<file path="src/rtl/core/pifmt_pkg.sv">
// Shared types, codes and character constants for the integer field formatter.
// No dependencies; every other file in rtl/core but pifmt_checker.sv imports this package.
package pifmt_pkg;

  localparam int MAX_FIELD_DEF = 60;
  localparam int NDIG          = 22;   // octal digits of a 64-bit operand
  localparam int ND_W          = 5;
  localparam int LEN_W         = 6;
  localparam int QDEPTH        = 2;

  localparam logic [2:0] CONV_SDEC = 3'd0;
  localparam logic [2:0] CONV_UDEC = 3'd1;
  localparam logic [2:0] CONV_OCT  = 3'd2;
  localparam logic [2:0] CONV_HEXL = 3'd3;
  localparam logic [2:0] CONV_HEXU = 3'd4;

  localparam logic [1:0] SIZE_SHORT = 2'd0;
  localparam logic [1:0] SIZE_INT   = 2'd1;

  localparam logic [7:0] CH_ZERO    = 8'h30;
  localparam logic [7:0] CH_LOWER_A = 8'h61;
  localparam logic [7:0] CH_UPPER_A = 8'h41;
  localparam logic [7:0] CH_X_LOWER = 8'h78;
  localparam logic [7:0] CH_X_UPPER = 8'h58;
  localparam logic [7:0] CH_PLUS    = 8'h2B;
  localparam logic [7:0] CH_SPACE   = 8'h20;
  localparam logic [7:0] CH_MINUS   = 8'h2D;

  typedef logic [NDIG-1:0][3:0] digits_t;

  // One classified item, handed from the front end to the emitter
  typedef struct packed {
    digits_t          digits;
    logic [ND_W-1:0]  nd;
    logic [LEN_W-1:0] lz;
    logic [LEN_W-1:0] pad;
    logic [7:0]       sign_c;
    logic             has_sign;
    logic             prefix;
    logic             upper;
    logic             left;
    logic             zfill;
  } desc_t;

  function automatic logic [7:0] digit_char(input logic [3:0] d, input logic upper);
    logic [7:0] base_c;
    base_c = upper ? CH_UPPER_A : CH_LOWER_A;
    if (d < 4'd10) begin
      digit_char = CH_ZERO + {4'b0, d};
    end else begin
      digit_char = base_c + {4'b0, d} - 8'd10;
    end
  endfunction

endpackage

</file>
<file path="src/rtl/core/pifmt_front.sv">
// Front end: takes an item, sizes and signs the operand, builds the digits
// (shift-and-add-3 for decimal) and classifies padding. Uses pifmt_pkg.
module pifmt_front
  import pifmt_pkg::*;
#(
  parameter int MAX_FIELD = MAX_FIELD_DEF
) (
  input  logic        clk,
  input  logic        rst_n,
  input  logic        in_valid,
  output logic        in_stall,
  input  logic [63:0] in_value,
  input  logic [1:0]  in_operand_size,
  input  logic [2:0]  in_conversion,
  input  logic        in_force_plus,
  input  logic        in_space_sign,
  input  logic        in_left_justify,
  input  logic        in_zero_pad,
  input  logic        in_alt_form,
  input  logic [5:0]  in_field_width,
  input  logic [5:0]  in_min_digits,
  input  logic        in_precision_given,
  output logic        push,
  output desc_t       push_desc,
  input  logic        q_full
);

  localparam logic [1:0] ST_IDLE = 2'd0;
  localparam logic [1:0] ST_CONV = 2'd1;
  localparam logic [1:0] ST_SCAN = 2'd2;
  localparam logic [1:0] ST_PACK = 2'd3;
  localparam logic [LEN_W-1:0] SAT = LEN_W'(MAX_FIELD);

  logic [1:0]       state_r, state_nxt;
  logic [5:0]       cnt_r, cnt_nxt;
  logic [63:0]      sr_r, sr_nxt;
  digits_t          dig_r, dig_nxt;
  logic [2:0]       conv_r;
  logic             neg_r, plus_r, space_r, left_r, zpad_r, alt_r, pg_r, zero_r;
  logic [LEN_W-1:0] width_r, prec_r;
  logic [ND_W-1:0]  nd_r;

  // accept-side classification
  logic        accept;
  logic [63:0] masked, negv, mag;
  logic        msb, neg;
  logic [2:0]  conv_eff;
  logic [65:0] oct_ext;
  logic [87:0] hex_ext;
  digits_t     dig_oct, dig_hex, adj;
  logic [151:0] dd_shift;
  logic [ND_W-1:0] hi;

  // pack-side arithmetic
  logic [LEN_W-1:0] lz_base, lz, pad;
  logic [6:0]       body;
  logic             is_oct, is_hex, prefix, has_sign, empty;

  assign in_stall = (state_r != ST_IDLE);
  assign accept   = in_valid && !in_stall;

  always_comb begin
    case (in_operand_size)
      SIZE_SHORT: begin
        masked = {48'b0, in_value[15:0]};
        msb    = in_value[15];
      end
      SIZE_INT: begin
        masked = {32'b0, in_value[31:0]};
        msb    = in_value[31];
      end
      default: begin
        masked = in_value;
        msb    = in_value[63];
      end
    endcase
    conv_eff = (in_conversion > CONV_HEXU) ? CONV_UDEC : in_conversion;
    neg      = (conv_eff == CONV_SDEC) && msb;
    negv     = 64'd0 - masked;
    case (in_operand_size)
      SIZE_SHORT: negv = {48'b0, negv[15:0]};
      SIZE_INT:   negv = {32'b0, negv[31:0]};
      default:    negv = negv;
    endcase
    mag     = neg ? negv : masked;
    oct_ext = {2'b00, mag};
    hex_ext = {24'b0, mag};
    for (int i = 0; i < NDIG; i++) begin
      dig_oct[i] = {1'b0, oct_ext[3*i +: 3]};
      dig_hex[i] = hex_ext[4*i +: 4];
    end
  end

  // shift-and-add-3 step: one operand bit per cycle
  always_comb begin
    for (int i = 0; i < NDIG; i++) begin
      adj[i] = (dig_r[i] >= 4'd5) ? dig_r[i] + 4'd3 : dig_r[i];
    end
    dd_shift = {adj, sr_r} << 1;
  end

  always_comb begin
    hi = '0;
    for (int i = 0; i < NDIG; i++) begin
      if (dig_r[i] != 4'd0) hi = ND_W'(i + 1);
    end
  end

  always_comb begin
    is_oct   = (conv_r == CONV_OCT);
    is_hex   = (conv_r == CONV_HEXL) || (conv_r == CONV_HEXU);
    lz_base  = (prec_r > LEN_W'(nd_r)) ? prec_r - LEN_W'(nd_r) : '0;
    lz       = (alt_r && is_oct && lz_base == '0 && (nd_r == '0 || !zero_r))
               ? LEN_W'(1) : lz_base;
    prefix   = alt_r && is_hex && !zero_r;
    has_sign = (conv_r == CONV_SDEC) && (neg_r || plus_r || space_r);
    body     = 7'(has_sign) + {5'b0, prefix, 1'b0} + 7'(lz) + 7'(nd_r);
    pad      = ({1'b0, width_r} > body) ? LEN_W'({1'b0, width_r} - body) : '0;
    empty    = (body == 7'd0) && (pad == '0);

    push_desc.digits   = dig_r;
    push_desc.nd       = nd_r;
    push_desc.lz       = lz;
    push_desc.pad      = pad;
    push_desc.sign_c   = neg_r ? CH_MINUS : (plus_r ? CH_PLUS : CH_SPACE);
    push_desc.has_sign = has_sign;
    push_desc.prefix   = prefix;
    push_desc.upper    = (conv_r == CONV_HEXU);
    push_desc.left     = left_r;
    push_desc.zfill    = !left_r && zpad_r && !pg_r;
  end

  assign push = (state_r == ST_PACK) && !q_full && !empty;

  always_comb begin
    state_nxt = state_r;
    cnt_nxt   = cnt_r;
    sr_nxt    = sr_r;
    dig_nxt   = dig_r;
    case (state_r)
      ST_IDLE: begin
        if (accept) begin
          case (conv_eff)
            CONV_OCT: begin
              dig_nxt   = dig_oct;
              state_nxt = ST_SCAN;
            end
            CONV_HEXL, CONV_HEXU: begin
              dig_nxt   = dig_hex;
              state_nxt = ST_SCAN;
            end
            default: begin
              dig_nxt   = '0;
              state_nxt = ST_CONV;
              case (in_operand_size)
                SIZE_SHORT: begin
                  sr_nxt  = mag << 48;
                  cnt_nxt = 6'd15;
                end
                SIZE_INT: begin
                  sr_nxt  = mag << 32;
                  cnt_nxt = 6'd31;
                end
                default: begin
                  sr_nxt  = mag;
                  cnt_nxt = 6'd63;
                end
              endcase
            end
          endcase
        end
      end
      ST_CONV: begin
        dig_nxt = dd_shift[151:64];
        sr_nxt  = dd_shift[63:0];
        cnt_nxt = cnt_r - 6'd1;
        if (cnt_r == 6'd0) state_nxt = ST_SCAN;
      end
      ST_SCAN: state_nxt = ST_PACK;
      default: begin
        if (!q_full || empty) state_nxt = ST_IDLE;
      end
    endcase
  end

  always_ff @(posedge clk) begin
    if (!rst_n) begin
      state_r <= ST_IDLE;
    end else begin
      state_r <= state_nxt;
    end
  end

  always_ff @(posedge clk) begin
    cnt_r <= cnt_nxt;
    sr_r  <= sr_nxt;
    dig_r <= dig_nxt;
    if (accept) begin
      conv_r  <= conv_eff;
      neg_r   <= neg;
      plus_r  <= in_force_plus;
      space_r <= in_space_sign;
      left_r  <= in_left_justify;
      zpad_r  <= in_zero_pad;
      alt_r   <= in_alt_form;
      pg_r    <= in_precision_given;
      width_r <= (in_field_width > SAT) ? SAT : in_field_width;
      prec_r  <= !in_precision_given ? LEN_W'(1) :
                 ((in_min_digits > SAT) ? SAT : in_min_digits);
    end
    if (state_r == ST_SCAN) begin
      zero_r <= (hi == '0);
      if (hi == '0) begin
        nd_r <= (pg_r && prec_r == '0) ? ND_W'(0) : ND_W'(1);
      end else begin
        nd_r <= hi;
      end
    end
  end

endmodule

</file>
<file path="src/rtl/core/pifmt_queue.sv">
// Short descriptor queue between front end and emitter.
// Uses desc_t and QDEPTH from pifmt_pkg.
module pifmt_queue
  import pifmt_pkg::*;
(
  input  logic  clk,
  input  logic  rst_n,
  input  logic  push,
  input  desc_t push_desc,
  output logic  q_full,
  input  logic  pop,
  output desc_t pop_desc,
  output logic  q_empty
);

  localparam int PTR_W = (QDEPTH > 1) ? $clog2(QDEPTH) : 1;
  localparam int CNT_W = $clog2(QDEPTH + 1);

  desc_t            entry_r [QDEPTH];
  logic [PTR_W-1:0] wr_ptr_r, rd_ptr_r;
  logic [CNT_W-1:0] cnt_r;

  assign q_full   = (cnt_r == CNT_W'(QDEPTH));
  assign q_empty  = (cnt_r == '0);
  assign pop_desc = entry_r[rd_ptr_r];

  function automatic logic [PTR_W-1:0] ptr_inc(input logic [PTR_W-1:0] p);
    ptr_inc = (p == PTR_W'(QDEPTH - 1)) ? '0 : p + PTR_W'(1);
  endfunction

  always_ff @(posedge clk) begin
    if (!rst_n) begin
      wr_ptr_r <= '0;
      rd_ptr_r <= '0;
      cnt_r    <= '0;
    end else begin
      if (push) wr_ptr_r <= ptr_inc(wr_ptr_r);
      if (pop)  rd_ptr_r <= ptr_inc(rd_ptr_r);
      if (push && !pop) begin
        cnt_r <= cnt_r + CNT_W'(1);
      end else if (pop && !push) begin
        cnt_r <= cnt_r - CNT_W'(1);
      end
    end
  end

  always_ff @(posedge clk) begin
    if (push) entry_r[wr_ptr_r] <= push_desc;
  end

endmodule

</file>
<file path="src/rtl/core/pifmt_back.sv">
// Emitter: walks one descriptor character by character into an output register.
// Uses desc_t and character constants from pifmt_pkg.
module pifmt_back
  import pifmt_pkg::*;
(
  input  logic       clk,
  input  logic       rst_n,
  input  desc_t      pop_desc,
  input  logic       q_empty,
  output logic       pop,
  output logic       out_valid,
  input  logic       out_stall,
  output logic [7:0] out_char,
  output logic       out_last
);

  logic             busy_r;
  logic [LEN_W-1:0] idx_r, total_r, b0_r, b1_r, b2_r, b4_r, b5_r;
  digits_t          dig_r;
  logic [7:0]       sign_r;
  logic             upper_r;
  logic             out_valid_r, out_last_r;
  logic [7:0]       out_char_r;

  logic [6:0]       lead, b1, b2, b4, b5, total;
  logic [LEN_W-1:0] dpos;
  logic [7:0]       ch;
  logic             advance, is_last;

  assign pop     = !busy_r && !q_empty;
  assign advance = busy_r && (!out_valid_r || !out_stall);
  assign is_last = (idx_r == total_r - LEN_W'(1));

  // segment boundaries: lead spaces, sign, prefix, zeros, digits, trail spaces
  always_comb begin
    lead  = (!pop_desc.left && !pop_desc.zfill) ? 7'(pop_desc.pad) : 7'd0;
    b1    = lead + 7'(pop_desc.has_sign);
    b2    = b1 + {5'b0, pop_desc.prefix, 1'b0};
    b4    = b2 + (pop_desc.zfill ? 7'(pop_desc.pad) : 7'd0) + 7'(pop_desc.lz);
    b5    = b4 + 7'(pop_desc.nd);
    total = b5 + (pop_desc.left ? 7'(pop_desc.pad) : 7'd0);
  end

  always_comb begin
    dpos = b5_r - LEN_W'(1) - idx_r;
    if (idx_r < b0_r) begin
      ch = CH_SPACE;
    end else if (idx_r < b1_r) begin
      ch = sign_r;
    end else if (idx_r < b2_r) begin
      ch = (idx_r == b1_r) ? CH_ZERO : (upper_r ? CH_X_UPPER : CH_X_LOWER);
    end else if (idx_r < b4_r) begin
      ch = CH_ZERO;
    end else if (idx_r < b5_r) begin
      ch = digit_char(dig_r[dpos[ND_W-1:0]], upper_r);
    end else begin
      ch = CH_SPACE;
    end
  end

  always_ff @(posedge clk) begin
    if (!rst_n) begin
      busy_r      <= 1'b0;
      out_valid_r <= 1'b0;
    end else begin
      if (pop) begin
        busy_r <= 1'b1;
      end else if (advance && is_last) begin
        busy_r <= 1'b0;
      end
      if (advance) begin
        out_valid_r <= 1'b1;
      end else if (!out_stall) begin
        out_valid_r <= 1'b0;
      end
    end
  end

  always_ff @(posedge clk) begin
    if (pop) begin
      idx_r   <= '0;
      b0_r    <= LEN_W'(lead);
      b1_r    <= LEN_W'(b1);
      b2_r    <= LEN_W'(b2);
      b4_r    <= LEN_W'(b4);
      b5_r    <= LEN_W'(b5);
      total_r <= LEN_W'(total);
      dig_r   <= pop_desc.digits;
      sign_r  <= pop_desc.sign_c;
      upper_r <= pop_desc.upper;
    end else if (advance) begin
      idx_r <= idx_r + LEN_W'(1);
    end
    if (advance) begin
      out_char_r <= ch;
      out_last_r <= is_last;
    end
  end

  assign out_valid = out_valid_r;
  assign out_char  = out_char_r;
  assign out_last  = out_last_r;

endmodule

</file>
<file path="src/rtl/core/printf_integer_field_formatter_core.sv">
// Top level of the integer field formatter: front end, descriptor queue, emitter.
// Depends on pifmt_pkg, pifmt_front, pifmt_queue and pifmt_back.
//
//   channel  direction  handshake           payload
//   in_      input      in_valid/in_stall   value, size, conversion, flags, width, precision
//   out_     output     out_valid/out_stall out_char, out_last
//
// Front end: takes an item, then runs shift-and-add-3 over the 16, 32 or 64 operand bits
// for decimal (by operand size) or skips it for octal/hex, then classifies in SCAN and PACK.
// Emitter: loads a descriptor, then one character per cycle while out_stall allows, up to 62.
// Reset is synchronous and clears control state only; there is no clearing pass.
// Either side may stall freely; the two-entry queue decouples the halves.
module printf_integer_field_formatter_core
  import pifmt_pkg::*;
#(
  parameter int MAX_FIELD = MAX_FIELD_DEF
) (
  input  logic        clk,
  input  logic        rst_n,
  input  logic        in_valid,
  output logic        in_stall,
  input  logic [63:0] in_value,
  input  logic [1:0]  in_operand_size,
  input  logic [2:0]  in_conversion,
  input  logic        in_force_plus,
  input  logic        in_space_sign,
  input  logic        in_left_justify,
  input  logic        in_zero_pad,
  input  logic        in_alt_form,
  input  logic [5:0]  in_field_width,
  input  logic [5:0]  in_min_digits,
  input  logic        in_precision_given,
  output logic        out_valid,
  input  logic        out_stall,
  output logic [7:0]  out_char,
  output logic        out_last
);

  logic  push, pop, q_full, q_empty;
  desc_t push_desc, pop_desc;

  pifmt_front #(
    .MAX_FIELD(MAX_FIELD)
  ) u_front (
    .clk                (clk),
    .rst_n              (rst_n),
    .in_valid           (in_valid),
    .in_stall           (in_stall),
    .in_value           (in_value),
    .in_operand_size    (in_operand_size),
    .in_conversion      (in_conversion),
    .in_force_plus      (in_force_plus),
    .in_space_sign      (in_space_sign),
    .in_left_justify    (in_left_justify),
    .in_zero_pad        (in_zero_pad),
    .in_alt_form        (in_alt_form),
    .in_field_width     (in_field_width),
    .in_min_digits      (in_min_digits),
    .in_precision_given (in_precision_given),
    .push               (push),
    .push_desc          (push_desc),
    .q_full             (q_full)
  );

  pifmt_queue u_queue (
    .clk       (clk),
    .rst_n     (rst_n),
    .push      (push),
    .push_desc (push_desc),
    .q_full    (q_full),
    .pop       (pop),
    .pop_desc  (pop_desc),
    .q_empty   (q_empty)
  );

  pifmt_back u_back (
    .clk       (clk),
    .rst_n     (rst_n),
    .pop_desc  (pop_desc),
    .q_empty   (q_empty),
    .pop       (pop),
    .out_valid (out_valid),
    .out_stall (out_stall),
    .out_char  (out_char),
    .out_last  (out_last)
  );

endmodule

</file>
<file path="config.mk">
export PLATFORM = sky130hd
export DESIGN_NAME = printf_integer_field_formatter_core
export DESIGN_NICKNAME = d
export VERILOG_FILES = /design/src/rtl/core/pifmt_pkg.sv /design/src/rtl/core/pifmt_front.sv /design/src/rtl/core/pifmt_queue.sv /design/src/rtl/core/pifmt_back.sv /design/src/rtl/core/printf_integer_field_formatter_core.sv
export SDC_FILE = /design/constraint.sdc
export NUM_CORES = 1
export LEC_CHECK = 0
export ABC_AREA = 1
export BUFFER_PORTS_ARGS = -buffer_cell sky130_fd_sc_hd__buf_4
export CAP_MARGIN = 20
export CORE_ASPECT_RATIO = 0.8
export CORE_MARGIN = 3
export CORE_UTILIZATION = 55
export DETAILED_ROUTE_END_ITERATION = 7
export PLACE_DENSITY = 0.72
export SLEW_MARGIN = 20
export SYNTH_ARGS = -nofsm -noshare
export SYNTH_HDL_FRONTEND = slang
export SYNTH_SLANG_ARGS = --single-unit
</file>
<file path="constraint.sdc">
create_clock -name clk -period 13.6 [get_ports clk]
set_input_delay 0 -clock clk [delete_from_list [all_inputs] [get_ports clk]]
set_output_delay 0 -clock clk [all_outputs]
set_load 0.02 [all_outputs]
</file>
==> flow_metrics.py <==
metrics = {
    "sta": {
        "final_max_slew_viol_count": 0,
        "hold_violations": 0,
        "fmax_mhz": 128.2,
        "totalNegativeSetupSlack_ns": 0,
        "rsz0062_at_grt": "no",
        "finalClockSkew_ns": 0.02854,
        "shortest_clock_period_the_worst_path_allows_after_layout_ns": 7.798,
        "final_min_period_over_clock_period_pct": 57.34,
        "slew-limit-headroom_pct": 30.09,
        "worst-slew-pin-transition_ns": 1.039,
        "hold_ws_ns": 0.02794,
        "report.final.setup_viol": 0,
    },
    "critical_path": {
        "cp_slowest_stage_delay_ns": 0.69,
        "worstPathRequired_ns": 13.85,
        "critPathArrivalTime_ns": 8.05,
        "cp_num_cells": 31,
        "timing.critical_path.slowest_stage_cell": "buf_4",
        "timing.critical_path.max_delay_family": "simple AND/OR/NAND/NOR gates",
        "timing.critical_path.from_type": "flop",
        "crit_path_start": "u_front.nd_r[0]$_DFFE_PP_",
        "reg2regPathDepth": 31,
        "cp_num_buf_inv": 5,
        "path_common_cell": "nand2_1",
        "critPathCaptureType": "flop",
        "path_class": "reg -> reg",
        "critPathMaxFanout": 52,
        "reg2reg_from": "u_front.nd_r[0]$_DFFE_PP_",
    },
    "final_layout": {
        "postLayoutCoreUtil_pct": 63.71,
        "antennaDiodeCount": 0,
        "layout-drive-gt1-share_pct": 11.73,
        "nets": 3143,
        "area_growth_pct": 12.91,
    },
    "pwr": {
        "leakage_nw": 12.97,
        "cellPowerDensity_nw_per_um2": 260.3,
        "vdd_ir_drop_max_v": 0.0002272,
        "power_consumption_mw": 8.599,
    },
    "place": {
        "gpl.final_weighted_congestion": 0.9025,
        "port-buffer-count": 100,
        "dp_hpwl_mm": 51.75,
    },
    "synth": {
        "synth.net_count": 2994,
        "syn_avg_cell_area_um2": 10.60,
        "synthDistinctLibCells": 62,
        "synth.ff_latch_count": 562,
        "async_flop_share_pct": 0,
        "synth-main-ff-cell": "edfxtp_1",
        "syn_area_um2": 29260,
        "number_of_enable_type_register_cells_in_the_synthesized_netlist": 547,
        "synthCells": 2759,
        "ys_seq_area_share_pct": 57.17,
        "synth.yosys.warnings": 0,
    },
    "worst_hold_path": {
        "startpoint_of_the_lowest_slack_hold_path": "in_value[43]",
        "worst_hold_path.num_cells": 5,
        "class_of_the_worst_hold_path": "in -> reg",
    },
    "grt": {
        "grt_pass1_vias": 20033,
        "antenna_found_initial": 2,
        "grt_use_total_pct": 26.12,
        "largest_net_degree_at_the_start_of_global_routing": 90,
        "global_route.overflow_total": 0,
        "global_route_wire_length_before_repair_mm": 113.7,
    },
    "route": {
        "drt_first_iter_violations": 2405,
        "vias_per_cell": 5.846,
        "routed_wl_mm": 73.78,
        "drt_drc_violations_left": 0,
        "drtPass1Iterations": 6,
        "detail_route.wl_per_cell_um": 20.30,
        "via_count": 21246,
        "drt.antenna.violating_nets": 0,
    },
    "floorplanning": {
        "starting_utilization_of_the_core_area_pct": 56.43,
        "rows": 74,
        "floorplan.core_area_um2": 51850,
        "die_w_um": 263.9,
        "ioPinCount": 102,
        "die_y_um": 212.3,
        "die_area_um2": 56020,
    },
    "cts": {
        "cts_max_path_buffers": 3,
        "clk_pin_slew_worst_paths_ns": 0.06,
        "root_buffer": "clkbuf_16",
        "cts-htree-levels": 2,
        "cts_tree": "done",
        "cts-buffers-inserted": 56,
        "clkSinkCount": 562,
        "clk-insertion-delay-late_ns": 0.63,
        "cts_resized": 0,
    },
    "outcome": {
        "outcome": "finished clean",
    },
    "run": {
        "maxCapViolCount": 0,
    },
}
## worst register-to-register path: cells and delay by family (launching register included)
| kind | cells | cell delay (ns) |
|---|---|---|
| AND/OR/NAND/NOR | 16 | 2.74 |
| adder cells (fa/ha/maj) | 6 | 1.68 |
| buffers and inverters | 5 | 1.54 |
| AO/OA/AOI/OAI | 4 | 1.00 |
| flip-flops | 1 | 0.49 |
## per-stage QoR
step	std cells	instance area [µm²]	setup WS (ns)
2_1_floorplan	2759	29260	3.777
3_3_place_gp	3475	30700	6.300
3_5_place_dp	3475	30700	5.929
4_1_cts	3634	33040	5.893
5_1_grt	3634	33040	5.105
6_report	3634	33040	5.802
## path summary, 6_finish.rpt
check	endpoint	slack, ns
setup reg to reg	u_queue.entry_r[0][98]$_DFFE_PP_	5.80
hold / removal	u_front.sr_r[43]$_DFFE_PP_	0.03
hold reg to reg	flop	0.45
setup / recovery	u_queue.entry_r[0][98]$_DFFE_PP_	5.80
## power breakdown
group,leakage [nW],switching [mW],internal [mW]
logic,6.85,2.49,1.30
registers,5.27,0.456,2.85
clock network,0.846,0.660,0.834
total,13.0,3.61,4.99
## final cells by class
type,count,area [µm²]
Clock buffer,66,1439
Clock inverter,34,309.0
Fill cell,3964,18810
Inverter,368,1381
Multi-Input combinational cell,1743,10840
Sequential cell,562,16730
Tap cell,684,855.8
Timing Repair Buffer,177,1476
## timing repair
item,in CTS,in global routing
endpoints found under the hold margin,86,0
setup buffers,0,0
hold buffers,59,0
## cell usage after synthesis (11+ instances only)
cell / count / area, µm²
clkbuf_1: 67 / 251.5
nand3_1: 94 / 470.5
nand4_1: 14 / 87.58
nand2_1: 371 / 1393
o21ai_1: 13 / 65.06
mux2_2: 101 / 1137
a32o_1: 11 / 110.1
xor2_1: 73 / 639.4
ha_1: 130 / 1627
nor2_1: 247 / 927.1
a21oi_1: 143 / 715.7
o21ai_0: 258 / 1291
xnor2_1: 23 / 201.4
inv_1: 362 / 1359
o22ai_1: 44 / 275.3
dfxtp_1: 15 / 300.3
edfxtp_1: 547 / 16430
o221ai_1: 28 / 245.2
o211ai_1: 31 / 232.7
a31oi_1: 13 / 81.33
nor3_1: 29 / 145.1
fa_1: 14 / 280.3
## registers in the layout (all words and copies together) (netlist names), 7 cells and up, named ones only
signal / flops
u_back.dig_r: 88
u_queue.entry_r: 226
u_back.out_char: 7
u_front.push_desc: 88
u_front.sr_r: 64
## layout by cell type, fill, tap and decap left out, types with 73 or more instances in the layout
| cell type | netlist | routed |
|---|---|---|
| inv_1 | 362 | 362 |
| a21oi_1 | 143 | 142 |
| nor2_1 | 247 | 244 |
| mux2_2 | 101 | 101 |
| nand3_1 | 94 | 94 |
| buf_4 | 2 | 118 |
| ha_1 | 130 | 129 |
| nand2_1 | 371 | 371 |
| edfxtp_1 | 547 | 547 |
| o21ai_0 | 258 | 258 |
| xor2_1 | 73 | 73 |
## per-layer routing
metal,track usage [%],vias up,part of all wire [%]
met2,37.35,1083,42
met5,0,-,0.026
met1,41.85,10099,46
met3,3.552,102,10
li1,-,9960,-
met4,7.029,2,2.1
## logic make-up after synthesis
group                    Yosys count  synth area share [%]
AO/OA/AOI/OAI                    585                 11.54
XOR/XNOR                         100                 3.096
multiplexers                     111                 4.229
other                              1               0.01282
adder cells (fa/ha/maj)          144                 6.517
flip-flops                       562                 57.17
buffers and inverters            454                 5.944
AND/OR/NAND/NOR                  802                 11.49
Note: power is estimated with default switching activity, not from simulation.
